### config.mk
export PLATFORM = sky130hd
export DESIGN_NAME = slew_and_soft_limit_output_flat
export DESIGN_NICKNAME = d
export VERILOG_FILES = /design/src/hdl/sslo_pkg.sv /design/src/hdl/sslo_in_if.sv /design/src/hdl/sslo_out_if.sv /design/src/hdl/sslo_smul.sv /design/src/hdl/sslo_sdiv.sv /design/src/hdl/sslo_apb.sv /design/src/hdl/slew_and_soft_limit_output.sv /design/src/flat_wrapper.sv
export SDC_FILE = /design/constraint.sdc
export NUM_CORES = 2
export LEC_CHECK = 0
export ABC_AREA = 1
export BUFFER_PORTS_ARGS = -buffer_cell sky130_fd_sc_hd__buf_4
export CAP_MARGIN = 20
export CORE_ASPECT_RATIO = 1.75
export CORE_MARGIN = 4
export CORE_UTILIZATION = 45
export DETAILED_ROUTE_END_ITERATION = 6
export GPL_ROUTABILITY_DRIVEN = 0
export PLACE_DENSITY = 0.7
export SYNTH_ARGS = -nofsm -noshare
export SYNTH_HDL_FRONTEND = slang
export SYNTH_HIERARCHICAL = 1
export SYNTH_SLANG_ARGS = --single-unit
### constraint.sdc
create_clock -name clk -period 26.6 [get_ports clk]
set_input_delay 3.99 -clock clk [delete_from_list [all_inputs] [get_ports clk]]
set_output_delay 3.99 -clock clk [all_outputs]
set_load 0.05 [all_outputs]
### src/hdl/sslo_pkg.sv
`timescale 1ns / 1ps
// ----------------------------------------------------------------------------
// sslo_pkg: shared types and constants of the slew and soft limit block
// Holds the sequencer states, the pitch zone codes, the configuration
// bundle with its precomputed zone bounds, and the fixed-point widths.
// ----------------------------------------------------------------------------
package sslo_pkg;

  // Width of the zone arithmetic, which works at twenty times position scale.
  localparam int ZW = 23;
  // Width of the zone divider operands and of its quotient.
  localparam int NW = 19;
  localparam int QW = 14;
  // Width of the serial multiplier operands.
  localparam int MW = 16;

  localparam logic [14:0] ONE_Q14 = 15'd16384;

  typedef enum logic [2:0] {
    ST_IDLE,
    ST_ZONE,
    ST_DIV,
    ST_SCALE,
    ST_DONE
  } sslo_state_t;

  typedef enum logic [2:0] {
    ZN_NONE,
    ZN_TOP_SLOW,
    ZN_ABOVE,
    ZN_BOT_SLOW,
    ZN_BELOW
  } sslo_zone_t;

  typedef struct packed {
    logic signed [15:0]   travel_max;
    logic signed [15:0]   travel_min;
    logic [15:0]          step_time;
    logic signed [ZW-1:0] top20;
    logic signed [ZW-1:0] bot20;
    logic signed [ZW-1:0] den6;
    logic signed [ZW-1:0] den3;
  } sslo_cfg_t;

endpackage

### src/hdl/sslo_in_if.sv
`timescale 1ns / 1ps
// ----------------------------------------------------------------------------
// sslo_in_if: input channel of the slew and soft limit block
// Carries one tick of demands, limits, rates and the measured pitch.
// ----------------------------------------------------------------------------
interface sslo_in_if;
  logic               valid;
  logic               ready;
  logic signed [15:0] pitch_demand;
  logic signed [15:0] yaw_demand;
  logic [14:0]        pitch_limit;
  logic [14:0]        yaw_limit;
  logic [15:0]        pitch_rate;
  logic [15:0]        yaw_rate;
  logic signed [15:0] measured_pitch;

  modport source (
    output valid, pitch_demand, yaw_demand, pitch_limit, yaw_limit,
           pitch_rate, yaw_rate, measured_pitch,
    input  ready
  );

  modport sink (
    input  valid, pitch_demand, yaw_demand, pitch_limit, yaw_limit,
           pitch_rate, yaw_rate, measured_pitch,
    output ready
  );
endinterface

### src/hdl/sslo_out_if.sv
`timescale 1ns / 1ps
// ----------------------------------------------------------------------------
// sslo_out_if: result channel of the slew and soft limit block
// Carries the limited pitch and yaw drive values of one tick.
// ----------------------------------------------------------------------------
interface sslo_out_if;
  logic               valid;
  logic               ready;
  logic signed [15:0] pitch_drive;
  logic signed [15:0] yaw_drive;

  modport source (
    output valid, pitch_drive, yaw_drive,
    input  ready
  );

  modport sink (
    input  valid, pitch_drive, yaw_drive,
    output ready
  );
endinterface

### src/hdl/sslo_smul.sv
`timescale 1ns / 1ps
// ----------------------------------------------------------------------------
// sslo_smul: radix-4 serial multiplier
// Unsigned shift-add multiplier that retires two multiplier bits per cycle.
// BW must be even; the product is valid once busy falls.
// ----------------------------------------------------------------------------
module sslo_smul #(
  parameter int AW = 16,
  parameter int BW = 16
) (
  input  logic             clk,
  input  logic             rst_n,
  input  logic             start,
  input  logic [AW-1:0]    a,
  input  logic [BW-1:0]    b,
  output logic             busy,
  output logic [AW+BW-1:0] product
);

  localparam int CW = $clog2(BW / 2 + 1);
  localparam logic [CW-1:0] STEPS = CW'(BW / 2);

  logic [CW-1:0] cnt_r, cnt_nxt;
  logic [AW-1:0] hi_r, hi_nxt;
  logic [BW-1:0] lo_r, lo_nxt;
  logic [AW-1:0] a1_r;
  logic [AW+1:0] a3_r;
  logic [AW+1:0] addend;
  logic [AW+1:0] sum;

  assign busy    = (cnt_r != '0);
  assign product = {hi_r, lo_r};

  always_comb begin
    case (lo_r[1:0])
      2'd0:    addend = '0;
      2'd1:    addend = {2'b00, a1_r};
      2'd2:    addend = {1'b0, a1_r, 1'b0};
      default: addend = a3_r;
    endcase
    sum    = {2'b00, hi_r} + addend;
    hi_nxt = sum[AW+1:2];
    lo_nxt = {sum[1:0], lo_r[BW-1:2]};
    if (start) begin
      cnt_nxt = STEPS;
    end else if (busy) begin
      cnt_nxt = cnt_r - CW'(1);
    end else begin
      cnt_nxt = cnt_r;
    end
  end

  always_ff @(posedge clk) begin
    if (!rst_n) begin
      cnt_r <= '0;
    end else begin
      cnt_r <= cnt_nxt;
    end
  end

  always_ff @(posedge clk) begin
    if (start) begin
      a1_r <= a;
      a3_r <= {2'b00, a} + {1'b0, a, 1'b0};
      hi_r <= '0;
      lo_r <= b;
    end else if (busy) begin
      hi_r <= hi_nxt;
      lo_r <= lo_nxt;
    end
  end

endmodule

### src/hdl/sslo_sdiv.sv
`timescale 1ns / 1ps
// ----------------------------------------------------------------------------
// sslo_sdiv: serial fraction divider
// Restoring divider that forms floor(num * 2^QW / den) one quotient bit per
// cycle, for num below den. The quotient is valid once busy falls.
// ----------------------------------------------------------------------------
module sslo_sdiv #(
  parameter int NW = 19,
  parameter int QW = 14
) (
  input  logic          clk,
  input  logic          rst_n,
  input  logic          start,
  input  logic [NW-1:0] num,
  input  logic [NW-1:0] den,
  output logic          busy,
  output logic [QW-1:0] quot
);

  localparam int CW = $clog2(QW + 1);
  localparam logic [CW-1:0] STEPS = CW'(QW);

  logic [CW-1:0] cnt_r, cnt_nxt;
  logic [NW-1:0] rem_r, rem_nxt;
  logic [NW-1:0] den_r;
  logic [QW-1:0] quot_r, quot_nxt;
  logic [NW:0]   shifted;
  logic [NW+1:0] diff;
  logic          take;

  assign busy = (cnt_r != '0);
  assign quot = quot_r;

  always_comb begin
    shifted  = {rem_r, 1'b0};
    diff     = {1'b0, shifted} - {2'b00, den_r};
    take     = !diff[NW+1];
    rem_nxt  = take ? diff[NW-1:0] : shifted[NW-1:0];
    quot_nxt = {quot_r[QW-2:0], take};
    if (start) begin
      cnt_nxt = STEPS;
    end else if (busy) begin
      cnt_nxt = cnt_r - CW'(1);
    end else begin
      cnt_nxt = cnt_r;
    end
  end

  always_ff @(posedge clk) begin
    if (!rst_n) begin
      cnt_r <= '0;
    end else begin
      cnt_r <= cnt_nxt;
    end
  end

  always_ff @(posedge clk) begin
    if (start) begin
      rem_r <= num;
      den_r <= den;
    end else if (busy) begin
      rem_r  <= rem_nxt;
      quot_r <= quot_nxt;
    end
  end

endmodule

### src/hdl/sslo_apb.sv
`timescale 1ns / 1ps
// ----------------------------------------------------------------------------
// sslo_apb: configuration registers
// APB-style register file for the travel ends and the tick period. It also
// keeps the slow zone bounds and zone widths, at twenty times position
// scale, in registers updated the cycle after the travel registers change.
// ----------------------------------------------------------------------------
module sslo_apb (
  input  logic                clk,
  input  logic                rst_n,
  input  logic                psel,
  input  logic                penable,
  input  logic                pwrite,
  input  logic [3:0]          paddr,
  input  logic [31:0]         pwdata,
  output logic [31:0]         prdata,
  output logic                pready,
  output sslo_pkg::sslo_cfg_t cfg
);

  import sslo_pkg::*;

  localparam logic [1:0] REG_TRAVEL_MAX = 2'd0;
  localparam logic [1:0] REG_TRAVEL_MIN = 2'd1;
  localparam logic [1:0] REG_STEP_TIME  = 2'd2;

  localparam logic [15:0] TRAVEL_MAX_RST = 16'h7FFF;
  localparam logic [15:0] TRAVEL_MIN_RST = 16'h8000;
  localparam logic [15:0] STEP_TIME_RST  = 16'd655;

  logic                 wr_en;
  logic [15:0]          travel_max_r;
  logic [15:0]          travel_min_r;
  logic [15:0]          step_time_r;
  logic signed [ZW-1:0] mx_w;
  logic signed [ZW-1:0] mn_w;
  logic signed [ZW-1:0] travel;
  logic signed [ZW-1:0] top20_r, top20_nxt;
  logic signed [ZW-1:0] bot20_r, bot20_nxt;
  logic signed [ZW-1:0] den6_r, den6_nxt;
  logic signed [ZW-1:0] den3_r, den3_nxt;

  assign wr_en  = psel && penable && pwrite;
  assign pready = 1'b1;

  always_comb begin
    case (paddr[3:2])
      REG_TRAVEL_MAX: prdata = {16'h0000, travel_max_r};
      REG_TRAVEL_MIN: prdata = {16'h0000, travel_min_r};
      REG_STEP_TIME:  prdata = {16'h0000, step_time_r};
      default:        prdata = '0;
    endcase
  end

  always_ff @(posedge clk) begin
    if (!rst_n) begin
      travel_max_r <= TRAVEL_MAX_RST;
      travel_min_r <= TRAVEL_MIN_RST;
      step_time_r  <= STEP_TIME_RST;
    end else if (wr_en) begin
      case (paddr[3:2])
        REG_TRAVEL_MAX: travel_max_r <= pwdata[15:0];
        REG_TRAVEL_MIN: travel_min_r <= pwdata[15:0];
        REG_STEP_TIME:  step_time_r  <= pwdata[15:0];
        default: begin
        end
      endcase
    end
  end

  always_comb begin
    mx_w      = {{(ZW-16){travel_max_r[15]}}, travel_max_r};
    mn_w      = {{(ZW-16){travel_min_r[15]}}, travel_min_r};
    travel    = mx_w - mn_w;
    den6_nxt  = (travel <<< 2) + (travel <<< 1);
    den3_nxt  = (travel <<< 1) + travel;
    top20_nxt = (mx_w <<< 4) + (mx_w <<< 2) - den6_nxt;
    bot20_nxt = (mn_w <<< 4) + (mn_w <<< 2) + den3_nxt;
  end

  always_ff @(posedge clk) begin
    top20_r <= top20_nxt;
    bot20_r <= bot20_nxt;
    den6_r  <= den6_nxt;
    den3_r  <= den3_nxt;
  end

  always_comb begin
    cfg.travel_max = travel_max_r;
    cfg.travel_min = travel_min_r;
    cfg.step_time  = step_time_r;
    cfg.top20      = top20_r;
    cfg.bot20      = bot20_r;
    cfg.den6       = den6_r;
    cfg.den3       = den3_r;
  end

endmodule

### src/hdl/slew_and_soft_limit_output.sv
`timescale 1ns / 1ps
// ----------------------------------------------------------------------------
// slew_and_soft_limit_output: slew-rate limiter with soft pitch end stops
// Each transfer on in_ch is one control tick. Both demands are clamped to
// plus or minus one (Q2.14), the held pitch and yaw levels ramp toward them
// by at most rate times step time, pitch motion toward a travel end is
// reduced inside the slow zones and blocked past an end, and both levels are
// clamped to their speed limits. One result per tick leaves on out_ch.
// The travel ends and the tick period are to be written over the APB-style
// port only while no tick is in flight; the block does not enforce this.
// From its input transfer to its result, a tick goes through these steps:
// the ST_ZONE state selects the pitch zone, the 14-bit serial zone divider
// runs while two radix-4 serial multipliers form the ramp steps, and the
// pitch multiplier then scales the speed limit. in_ch.ready is high only
// between ticks, so a new tick waits until the last one has left ST_DONE.
// A result waits in the output register while the receiver stalls; the next
// tick is still accepted and computed, and it waits for that register.
// Reset clears both held levels to zero, empties the output register and
// loads the registers with their reset values.
// ----------------------------------------------------------------------------
module slew_and_soft_limit_output (
  input  logic        clk,
  input  logic        rst_n,
  sslo_in_if.sink     in_ch,
  sslo_out_if.source  out_ch,
  input  logic        psel,
  input  logic        penable,
  input  logic        pwrite,
  input  logic [3:0]  paddr,
  input  logic [31:0] pwdata,
  output logic [31:0] prdata,
  output logic        pready
);

  import sslo_pkg::*;

  localparam logic signed [17:0] DEM_MAX = 18'sd16384;

  function automatic logic signed [17:0] clamp18(input logic signed [17:0] x,
                                                 input logic signed [17:0] lo,
                                                 input logic signed [17:0] hi);
    logic signed [17:0] r;
    if (x < lo) begin
      r = lo;
    end else if (x > hi) begin
      r = hi;
    end else begin
      r = x;
    end
    return r;
  endfunction

  function automatic logic signed [15:0] ramp16(input logic signed [15:0] level,
                                                input logic signed [15:0] demand,
                                                input logic [15:0] step);
    logic signed [17:0] lv;
    logic signed [17:0] dm;
    logic signed [17:0] st;
    logic signed [17:0] moved;
    logic signed [17:0] r;
    lv = {{2{level[15]}}, level};
    dm = {{2{demand[15]}}, demand};
    st = {2'b00, step};
    if (lv < dm) begin
      moved = lv + st;
      r = (moved > dm) ? dm : moved;
    end else if (lv > dm) begin
      moved = lv - st;
      r = (moved < dm) ? dm : moved;
    end else begin
      r = lv;
    end
    return r[15:0];
  endfunction

  sslo_cfg_t          cfg;
  sslo_state_t        state_r, state_nxt;
  sslo_zone_t         zone_r, zone_nxt, zone_sel;

  logic               in_fire;
  logic               unit_go;
  logic               scale_go;
  logic               ramp_cap;
  logic               load_out;

  logic signed [15:0] dp_r, dp_nxt;
  logic signed [15:0] dy_r, dy_nxt;
  logic [14:0]        ps_r;
  logic [14:0]        ys_r;
  logic [15:0]        pr_r;
  logic [15:0]        yr_r;
  logic signed [15:0] meas_r;
  logic signed [ZW-1:0] m20_r, m20_nxt;
  logic signed [ZW-1:0] meas_ext;
  logic signed [17:0] dp_in;
  logic signed [17:0] dy_in;

  logic signed [ZW-1:0] dt;
  logic signed [ZW-1:0] db;
  logic               in_top;
  logic               in_bot;

  logic [MW-1:0]      mp_a;
  logic [MW-1:0]      mp_b;
  logic               mp_start;
  logic               mp_busy;
  logic [2*MW-1:0]    mp_prod;
  logic               my_busy;
  logic [2*MW-1:0]    my_prod;
  logic [NW-1:0]      dv_num;
  logic [NW-1:0]      dv_den;
  logic               dv_busy;
  logic [QW-1:0]      dv_quot;
  logic [14:0]        pc;

  logic signed [15:0] p_ramp_w;
  logic signed [15:0] y_ramp_w;
  logic signed [15:0] p_ramp_r;
  logic signed [15:0] y_ramp_r;
  logic signed [15:0] pitch_level_r;
  logic signed [15:0] yaw_level_r;

  logic signed [17:0] ps18;
  logic signed [17:0] ys18;
  logic signed [17:0] sc18;
  logic signed [17:0] lo_b;
  logic signed [17:0] hi_b;
  logic signed [17:0] p_soft;
  logic signed [17:0] p_fin;
  logic signed [17:0] y_fin;

  logic               out_valid_r, out_valid_nxt;
  logic signed [15:0] pitch_drive_r;
  logic signed [15:0] yaw_drive_r;

  sslo_apb u_apb (
    .clk     (clk),
    .rst_n   (rst_n),
    .psel    (psel),
    .penable (penable),
    .pwrite  (pwrite),
    .paddr   (paddr),
    .pwdata  (pwdata),
    .prdata  (prdata),
    .pready  (pready),
    .cfg     (cfg)
  );

  sslo_smul #(.AW(MW), .BW(MW)) u_mul_p (
    .clk     (clk),
    .rst_n   (rst_n),
    .start   (mp_start),
    .a       (mp_a),
    .b       (mp_b),
    .busy    (mp_busy),
    .product (mp_prod)
  );

  sslo_smul #(.AW(MW), .BW(MW)) u_mul_y (
    .clk     (clk),
    .rst_n   (rst_n),
    .start   (unit_go),
    .a       (cfg.step_time),
    .b       (yr_r),
    .busy    (my_busy),
    .product (my_prod)
  );

  sslo_sdiv #(.NW(NW), .QW(QW)) u_div (
    .clk   (clk),
    .rst_n (rst_n),
    .start (unit_go),
    .num   (dv_num),
    .den   (dv_den),
    .busy  (dv_busy),
    .quot  (dv_quot)
  );

  assign in_ch.ready        = (state_r == ST_IDLE);
  assign in_fire            = in_ch.valid && (state_r == ST_IDLE);
  assign out_ch.valid       = out_valid_r;
  assign out_ch.pitch_drive = pitch_drive_r;
  assign out_ch.yaw_drive   = yaw_drive_r;

  always_comb begin
    dp_in    = {{2{in_ch.pitch_demand[15]}}, in_ch.pitch_demand};
    dy_in    = {{2{in_ch.yaw_demand[15]}}, in_ch.yaw_demand};
    dp_nxt   = 16'(clamp18(dp_in, -DEM_MAX, DEM_MAX));
    dy_nxt   = 16'(clamp18(dy_in, -DEM_MAX, DEM_MAX));
    meas_ext = {{(ZW-16){in_ch.measured_pitch[15]}}, in_ch.measured_pitch};
    m20_nxt  = (meas_ext <<< 4) + (meas_ext <<< 2);
  end

  always_comb begin
    dt     = m20_r - cfg.top20;
    db     = cfg.bot20 - m20_r;
    in_top = !dt[ZW-1] && (dt != '0) && (meas_r < cfg.travel_max);
    in_bot = !db[ZW-1] && (db != '0) && (meas_r > cfg.travel_min);
    if (in_top) begin
      zone_sel = ZN_TOP_SLOW;
    end else if (meas_r > cfg.travel_max) begin
      zone_sel = ZN_ABOVE;
    end else if (in_bot) begin
      zone_sel = ZN_BOT_SLOW;
    end else if (meas_r < cfg.travel_min) begin
      zone_sel = ZN_BELOW;
    end else begin
      zone_sel = ZN_NONE;
    end
    dv_num = in_top ? dt[NW-1:0] : db[NW-1:0];
    dv_den = in_top ? cfg.den6[NW-1:0] : cfg.den3[NW-1:0];
  end

  always_comb begin
    pc       = ONE_Q14 - {1'b0, dv_quot};
    mp_start = unit_go || scale_go;
    mp_a     = (state_r == ST_ZONE) ? cfg.step_time : {1'b0, ps_r};
    mp_b     = (state_r == ST_ZONE) ? pr_r : {1'b0, pc};
    p_ramp_w = ramp16(pitch_level_r, dp_r, mp_prod[31:16]);
    y_ramp_w = ramp16(yaw_level_r, dy_r, my_prod[31:16]);
  end

  always_comb begin
    ps18 = {3'b000, ps_r};
    ys18 = {3'b000, ys_r};
    sc18 = {3'b000, mp_prod[28:14]};
    case (zone_r)
      ZN_TOP_SLOW: begin
        lo_b = -sc18;
        hi_b = ps18;
      end
      ZN_ABOVE: begin
        lo_b = '0;
        hi_b = ps18;
      end
      ZN_BOT_SLOW: begin
        lo_b = -ps18;
        hi_b = sc18;
      end
      ZN_BELOW: begin
        lo_b = -ps18;
        hi_b = '0;
      end
      default: begin
        lo_b = -ps18;
        hi_b = ps18;
      end
    endcase
    p_soft = clamp18({{2{p_ramp_r[15]}}, p_ramp_r}, lo_b, hi_b);
    p_fin  = clamp18(p_soft, -ps18, ps18);
    y_fin  = clamp18({{2{y_ramp_r[15]}}, y_ramp_r}, -ys18, ys18);
  end

  always_comb begin
    state_nxt = state_r;
    unit_go   = 1'b0;
    scale_go  = 1'b0;
    ramp_cap  = 1'b0;
    load_out  = 1'b0;
    case (state_r)
      ST_IDLE: begin
        if (in_ch.valid) begin
          state_nxt = ST_ZONE;
        end
      end
      ST_ZONE: begin
        unit_go   = 1'b1;
        state_nxt = ST_DIV;
      end
      ST_DIV: begin
        if (!dv_busy && !mp_busy && !my_busy) begin
          ramp_cap  = 1'b1;
          scale_go  = 1'b1;
          state_nxt = ST_SCALE;
        end
      end
      ST_SCALE: begin
        if (!mp_busy) begin
          state_nxt = ST_DONE;
        end
      end
      ST_DONE: begin
        if (!out_valid_r || out_ch.ready) begin
          load_out  = 1'b1;
          state_nxt = ST_IDLE;
        end
      end
      default: begin
        state_nxt = ST_IDLE;
      end
    endcase
    zone_nxt      = (state_r == ST_ZONE) ? zone_sel : zone_r;
    out_valid_nxt = load_out ? 1'b1 : (out_ch.ready ? 1'b0 : out_valid_r);
  end

  always_ff @(posedge clk) begin
    if (!rst_n) begin
      state_r       <= ST_IDLE;
      out_valid_r   <= 1'b0;
      pitch_level_r <= '0;
      yaw_level_r   <= '0;
    end else begin
      state_r     <= state_nxt;
      out_valid_r <= out_valid_nxt;
      if (load_out) begin
        pitch_level_r <= p_fin[15:0];
        yaw_level_r   <= y_fin[15:0];
      end
    end
  end

  always_ff @(posedge clk) begin
    zone_r <= zone_nxt;
    if (in_fire) begin
      dp_r   <= dp_nxt;
      dy_r   <= dy_nxt;
      ps_r   <= in_ch.pitch_limit;
      ys_r   <= in_ch.yaw_limit;
      pr_r   <= in_ch.pitch_rate;
      yr_r   <= in_ch.yaw_rate;
      meas_r <= in_ch.measured_pitch;
      m20_r  <= m20_nxt;
    end
    if (ramp_cap) begin
      p_ramp_r <= p_ramp_w;
      y_ramp_r <= y_ramp_w;
    end
    if (load_out) begin
      pitch_drive_r <= p_fin[15:0];
      yaw_drive_r   <= y_fin[15:0];
    end
  end

`ifndef NO_ASSERTIONS
  a_ramp_no_overshoot: assert property (@(posedge clk) disable iff (!rst_n)
    ramp_cap |-> ((p_ramp_w >= pitch_level_r) || (p_ramp_w >= dp_r)) &&
                 ((p_ramp_w <= pitch_level_r) || (p_ramp_w <= dp_r)))
    else $error("Pitch ramp passed beyond its level or demand.");

  a_pitch_in_limit: assert property (@(posedge clk) disable iff (!rst_n)
    load_out |-> (p_fin <= ps18) && (p_fin >= -ps18))
    else $error("Pitch drive outside its speed limit.");

  a_div_before_scale: assert property (@(posedge clk) disable iff (!rst_n)
    (state_r == ST_SCALE) |-> !dv_busy)
    else $error("Speed limit scaled before the zone fraction was ready.");

  a_units_free_on_accept: assert property (@(posedge clk) disable iff (!rst_n)
    in_fire |=> (state_r == ST_ZONE) && !mp_busy && !my_busy && !dv_busy)
    else $error("Serial units still busy when a new tick started.");
`endif

endmodule
### src/flat_wrapper.sv
// flat-port wrapper written by rule: the top's interface ports become plain ports
module slew_and_soft_limit_output_flat import sslo_pkg::*;
  (clk, rst_n, psel, penable, pwrite, paddr, pwdata, prdata, pready, in_ch_valid, in_ch_pitch_demand, in_ch_yaw_demand, in_ch_pitch_limit, in_ch_yaw_limit, in_ch_pitch_rate, in_ch_yaw_rate, in_ch_measured_pitch, in_ch_ready, out_ch_valid, out_ch_pitch_drive, out_ch_yaw_drive, out_ch_ready);
  sslo_in_if in_ch_i ();
  sslo_out_if out_ch_i ();
  input  logic clk;
  input  logic rst_n;
  input  logic psel;
  input  logic penable;
  input  logic pwrite;
  input  logic [3:0] paddr;
  input  logic [31:0] pwdata;
  output logic [31:0] prdata;
  output logic pready;
  input wire logic [$bits(in_ch_i.valid)-1:0] in_ch_valid;
  input wire logic [$bits(in_ch_i.pitch_demand)-1:0] in_ch_pitch_demand;
  input wire logic [$bits(in_ch_i.yaw_demand)-1:0] in_ch_yaw_demand;
  input wire logic [$bits(in_ch_i.pitch_limit)-1:0] in_ch_pitch_limit;
  input wire logic [$bits(in_ch_i.yaw_limit)-1:0] in_ch_yaw_limit;
  input wire logic [$bits(in_ch_i.pitch_rate)-1:0] in_ch_pitch_rate;
  input wire logic [$bits(in_ch_i.yaw_rate)-1:0] in_ch_yaw_rate;
  input wire logic [$bits(in_ch_i.measured_pitch)-1:0] in_ch_measured_pitch;
  output wire logic [$bits(in_ch_i.ready)-1:0] in_ch_ready;
  output wire logic [$bits(out_ch_i.valid)-1:0] out_ch_valid;
  output wire logic [$bits(out_ch_i.pitch_drive)-1:0] out_ch_pitch_drive;
  output wire logic [$bits(out_ch_i.yaw_drive)-1:0] out_ch_yaw_drive;
  input wire logic [$bits(out_ch_i.ready)-1:0] out_ch_ready;
  assign in_ch_i.valid = in_ch_valid;
  assign in_ch_i.pitch_demand = in_ch_pitch_demand;
  assign in_ch_i.yaw_demand = in_ch_yaw_demand;
  assign in_ch_i.pitch_limit = in_ch_pitch_limit;
  assign in_ch_i.yaw_limit = in_ch_yaw_limit;
  assign in_ch_i.pitch_rate = in_ch_pitch_rate;
  assign in_ch_i.yaw_rate = in_ch_yaw_rate;
  assign in_ch_i.measured_pitch = in_ch_measured_pitch;
  assign in_ch_ready = in_ch_i.ready;
  assign out_ch_valid = out_ch_i.valid;
  assign out_ch_pitch_drive = out_ch_i.pitch_drive;
  assign out_ch_yaw_drive = out_ch_i.yaw_drive;
  assign out_ch_i.ready = out_ch_ready;
  slew_and_soft_limit_output u_core (.clk(clk), .rst_n(rst_n), .in_ch(in_ch_i), .out_ch(out_ch_i), .psel(psel), .penable(penable), .pwrite(pwrite), .paddr(paddr), .pwdata(pwdata), .prdata(prdata), .pready(pready));
endmodule
# Yosys cells after proc, flatten, opt, wreduce, memory -nomap -nowiden
# Cells that the tools add are included.
# totals
register_bits	562
out_inout_bits	67
elab_cells	206
# op_classes
n_addsub	26
order_cmp	22
n_eq_ne	18
n_mux	53
bitwise	2
n_reduce_logical	41
# ops
op	n
two-way mux 16 bit	20
case mux 18 bit (3 select lines)	2
> comparator 16 bit	6
two-way mux 19 bit	5
adder 16 x 17 -> 18 bit	4
less-than comparator 16 bit	4
adder 20 x 18 -> 21 bit	3
> comparator 18 x 16 -> 1 bit	3
negator 15 -> 18 bit	3
case mux 16 bit (3 select lines)	1
nonzero test 23 bit	2
adder 16 x 18 -> 18 bit	2
less-than comparator 16 x 18 -> 1 bit	2
less-than comparator 18 x 16 -> 1 bit	2
two-way mux 18 bit	2
case mux 18 bit (2 select lines)	1
subtractor 16 x 17 -> 18 bit	2
> comparator 16 bit, second input constant	2
less-than comparator 16 x 15 -> 1 bit, second input constant	2
case mux 15 bit (2 select lines)	1
two-way mux 4 bit	6
subtractor 22 x 23 -> 23 bit	1
subtractor 23 x 22 -> 23 bit	1
adder 21 x 19 -> 22 bit	1
other kinds (31)	84

# Depth between registers and ports, before layout
# depth
word_depth	8
ltp_mapped	43

# Cells and area by module
# Netlist, hierarchy kept.
# by_module_without_submodules
mod	n_inst	cells_each	area_per_inst_um2	seq_area_each_um2
slew_and_soft_limit_output	1	3566	24947.7	6516.2
sslo_apb	1	974	7588.5	2142.1
sslo_smul (u_core.u_mul_y)	1	595	4645.7	1871.8
sslo_smul (u_core.u_mul_p)	1	586	4556.9	1871.8
sslo_sdiv	1	461	3577.2	1641.6

# Worst setup path before layout
# No wires, ideal clock.
# synth_timing
kind	input-to-reg
start	input in_ch_valid
end	register u_core.dp_r[0], enable pin
arrival_time_ns	12.493
t_required_ns	25.835
path_slack_ns	13.342
path_stages	2
path_buffers	0
cell_sequence	inv_1 -> nor3_1
# synth_via
elab_chain_len	1
# synth_lines
item	line	text
start: declaration	flat_wrapper.sv:15	input wire logic [$bits(in_ch_i.valid)-1:0] in_ch_valid;
logical AND 1 bit	slew_and_soft_limit_output.sv:180	assign in_fire = in_ch.valid && (state_r == ST_IDLE);
named net u_core.in_fire	slew_and_soft_limit_output.sv:80	logic in_fire;
end signal: assignment	slew_and_soft_limit_output.sv:315	dp_r <= dp_nxt;
end: declaration	slew_and_soft_limit_output.sv:86	logic signed [15:0] dp_r, dp_nxt;
# The timed path passes the listed nets, and every way through them passes these cells.
# A chain may end at the register's enable or synchronous reset.

# Worst setup path in the final report
# layout_timing
start	input paddr[3]
end	output prdata[3]
# layout_via
elab_chain_len	2
word_cells_on_any_way	4
# layout_lines
item	line	text
start: declaration	flat_wrapper.sv:11	input logic [3:0] paddr;
equality test 2 bit (tied with other cells)	sslo_apb.sv:47	case (paddr[3:2])
case mux 16 bit (3 select lines) (*)	sslo_apb.sv:47	
end: declaration	flat_wrapper.sv:13	output logic [31:0] prdata;
# Mark *: on every way between the ends. The rest lies on a longest branch, timed or not.

==> metrics <==
Slowest-stage cell, CP o211ai_1; CTS Buf Count 54; CTS clk-pin slew, worst paths approximately 0.060 ns; FILL cells 9,652; final hold violations 0; commonest cells after routing, fill and taps aside 1,527 x nand2_1, 1,003 x inv_1, 516 x ha_1, 408 x nor2_1, 399 x a21oi_1; Worst EP required 22.61 ns; CP dominant cell by count buf_4; Final Setup Violations 0; Crit Path Class primary input to output port; total grt overflow 0; vias between 40,000 and 50,000; commonest non-fill, non-tap cell in the layout nand2_1; antenna violations before repair 5; clock buffer depth 3; core area around 100,000 um2; area grow syn2layout 9.96%; TNS Setup 0 ns; First-pass DRT Iterations 6; Vias/cell approximately 5.5; Syn Inst Count between 6,000 and 7,000; CTS Sinks 530; total I/O pin count 220; Overall Power 6.36 mW; Resize count post-CTS 0; Syn Area/Cell 7.33 um2; GRT met1 Usage 0.251; die footprint 106,000 um2; share of layout cells above drive strength 1 0.0705; Initial Util 0.455; initial drt markers approximately 2,800; first-pass GRT wire length between 200 and 250 mm; DRC 0; period utilisation layout 0.368; WP buf/inv 3; Post-CTS Setup Bufs 0; HP Class register to register; Die Wd 248 um; largest net degree at the start of global routing 80; crit-path leading delay family compound AO/OA/AOI/OAI gates; Die Y 428 um; normalized max-slew margin 0.147; leak pwr 25.0 nW; site row count 153; Fmax 102 MHz; WL final 141 mm; Worst Slack Setup Final approximately 17 ns; cts hold-fix bufs 0; Clock Skew 0.0888 ns; peak supply drop 0.0849 mV; RSZ-0062 raised after global routing false; Port Buffers roughly 180; Syn Std Cell Area 45,300 um2; Synth Warn # 6; Arr. time, crit path around 5.8 ns; power per standard cell area 128 nW/um2; worst-skew pair later-pin latency 0.69 ns; met3 Usage GRT 0.0259; pre-CTS setup slack 16.93 ns; maxcap violations 0; outcome finished clean; CTS tree built; routed len/inst 18.5 um; Detail Route Antenna Nets 0; Tot GR Track Use 0.258; min Tclk post-route 9.80 ns; CTS H-tree lvls 2; GRT busiest layer met2; Worst-Margin Slew roughly 1.3 ns; root buf cell clkbuf_16; NumNets Final around 7,000; CP startpoint kind primary input; CP Capture Type output port; DP Wirelength around 110 mm; met2 Resource Use GR 0.486; Final Slew Violations 0; Max stage delay on crit path 0.82 ns; critical-path cell list buf_4 -> inv_1 -> nand2_1 -> o211ai_1 -> buf_4; CP max FO 17; vias in the first global route 41,400
==> layout make-up <==
type                            count  area [um2]  share of cell area
Multi-Input combinational cell   4461       26600               0.534
Sequential cell                   530       14000               0.282
Inverter                         1019        3830              0.0770
Tap cell                         1317        1650              0.0331
Timing Repair Buffer              215        1630              0.0328
Clock buffer                       74        1600              0.0322
Clock inverter                     28         434             0.00872
Antenna cell                        5        12.5            0.000251
==> report_power, final <==
group          total (mW)  switching [mW]  internal (mW)
clock               0.869           0.369          0.500
sequential           1.49           0.216           1.28
combinational        4.00            2.70           1.30
==> per-stage QoR <==
| step | cell area, um2 | cells | hold slack [ns] | util |
|---|---|---|---|---|
| global placement | 47700 | 7539 | 0.432 | 0.479 |
| floorplan | 45300 | 6191 | 0.423 | - |
| detailed placement | 47700 | 7539 | 0.439 | 0.479 |
| CTS | 49700 | 7641 | 0.454 | 0.499 |
| finish | 49800 | 7649 | 0.452 | 0.500 |
| global route | 49800 | 7646 | 0.474 | 0.500 |
==> layer usage <==
metal | up-vias | wire (um)
met5 | - | 17
met4 | 2 | 13800
li1 | 20600 | -
met3 | 584 | 7100
met2 | 1546 | 72500
met1 | 19300 | 48100
==> worst reg2reg max path, delay by kind of cell, from the launching register on <==
kind / cells / cell delay, ns
flip-flops: 1 / 0.52
buffers and inverters: 4 / 1.01
AO/OA/AOI/OAI: 6 / 1.73
adder cells (fa/ha/maj): 3 / 0.90
AND/OR/NAND/NOR: 19 / 3.57
==> flip-flops by register name, summed over array words and instances, names as in the netlist, 17 cells and up <==
register              flops
u_core/u_apb/bot20_r     22
u_core/u_apb/top20_r     20
u_core/u_div/den_r       19
u_core/u_div/rem_r       19
u_core/u_apb/den6_r      17
u_core/u_mul_p/a3_r      17
u_core/u_mul_y/a3_r      17
==> final timing paths <==
| check | slack, ns | to | cells past startpoint | start |
|---|---|---|---|---|
| min reg2reg | 0.45 | u_core/u_div/quot[9] | 0 | u_core/u_div/quot[8] |
| min | 0.45 | u_core/u_div/quot[9] | 0 | u_core/u_div/quot[8] |
| max reg2reg | 18.56 | u_core/out_ch.pitch_drive[14] | 32 | u_core/ps_r[0] |
| max | 16.80 | prdata[3] | 5 | paddr[3] |
Note: power is estimated with default switching activity, not from simulation.
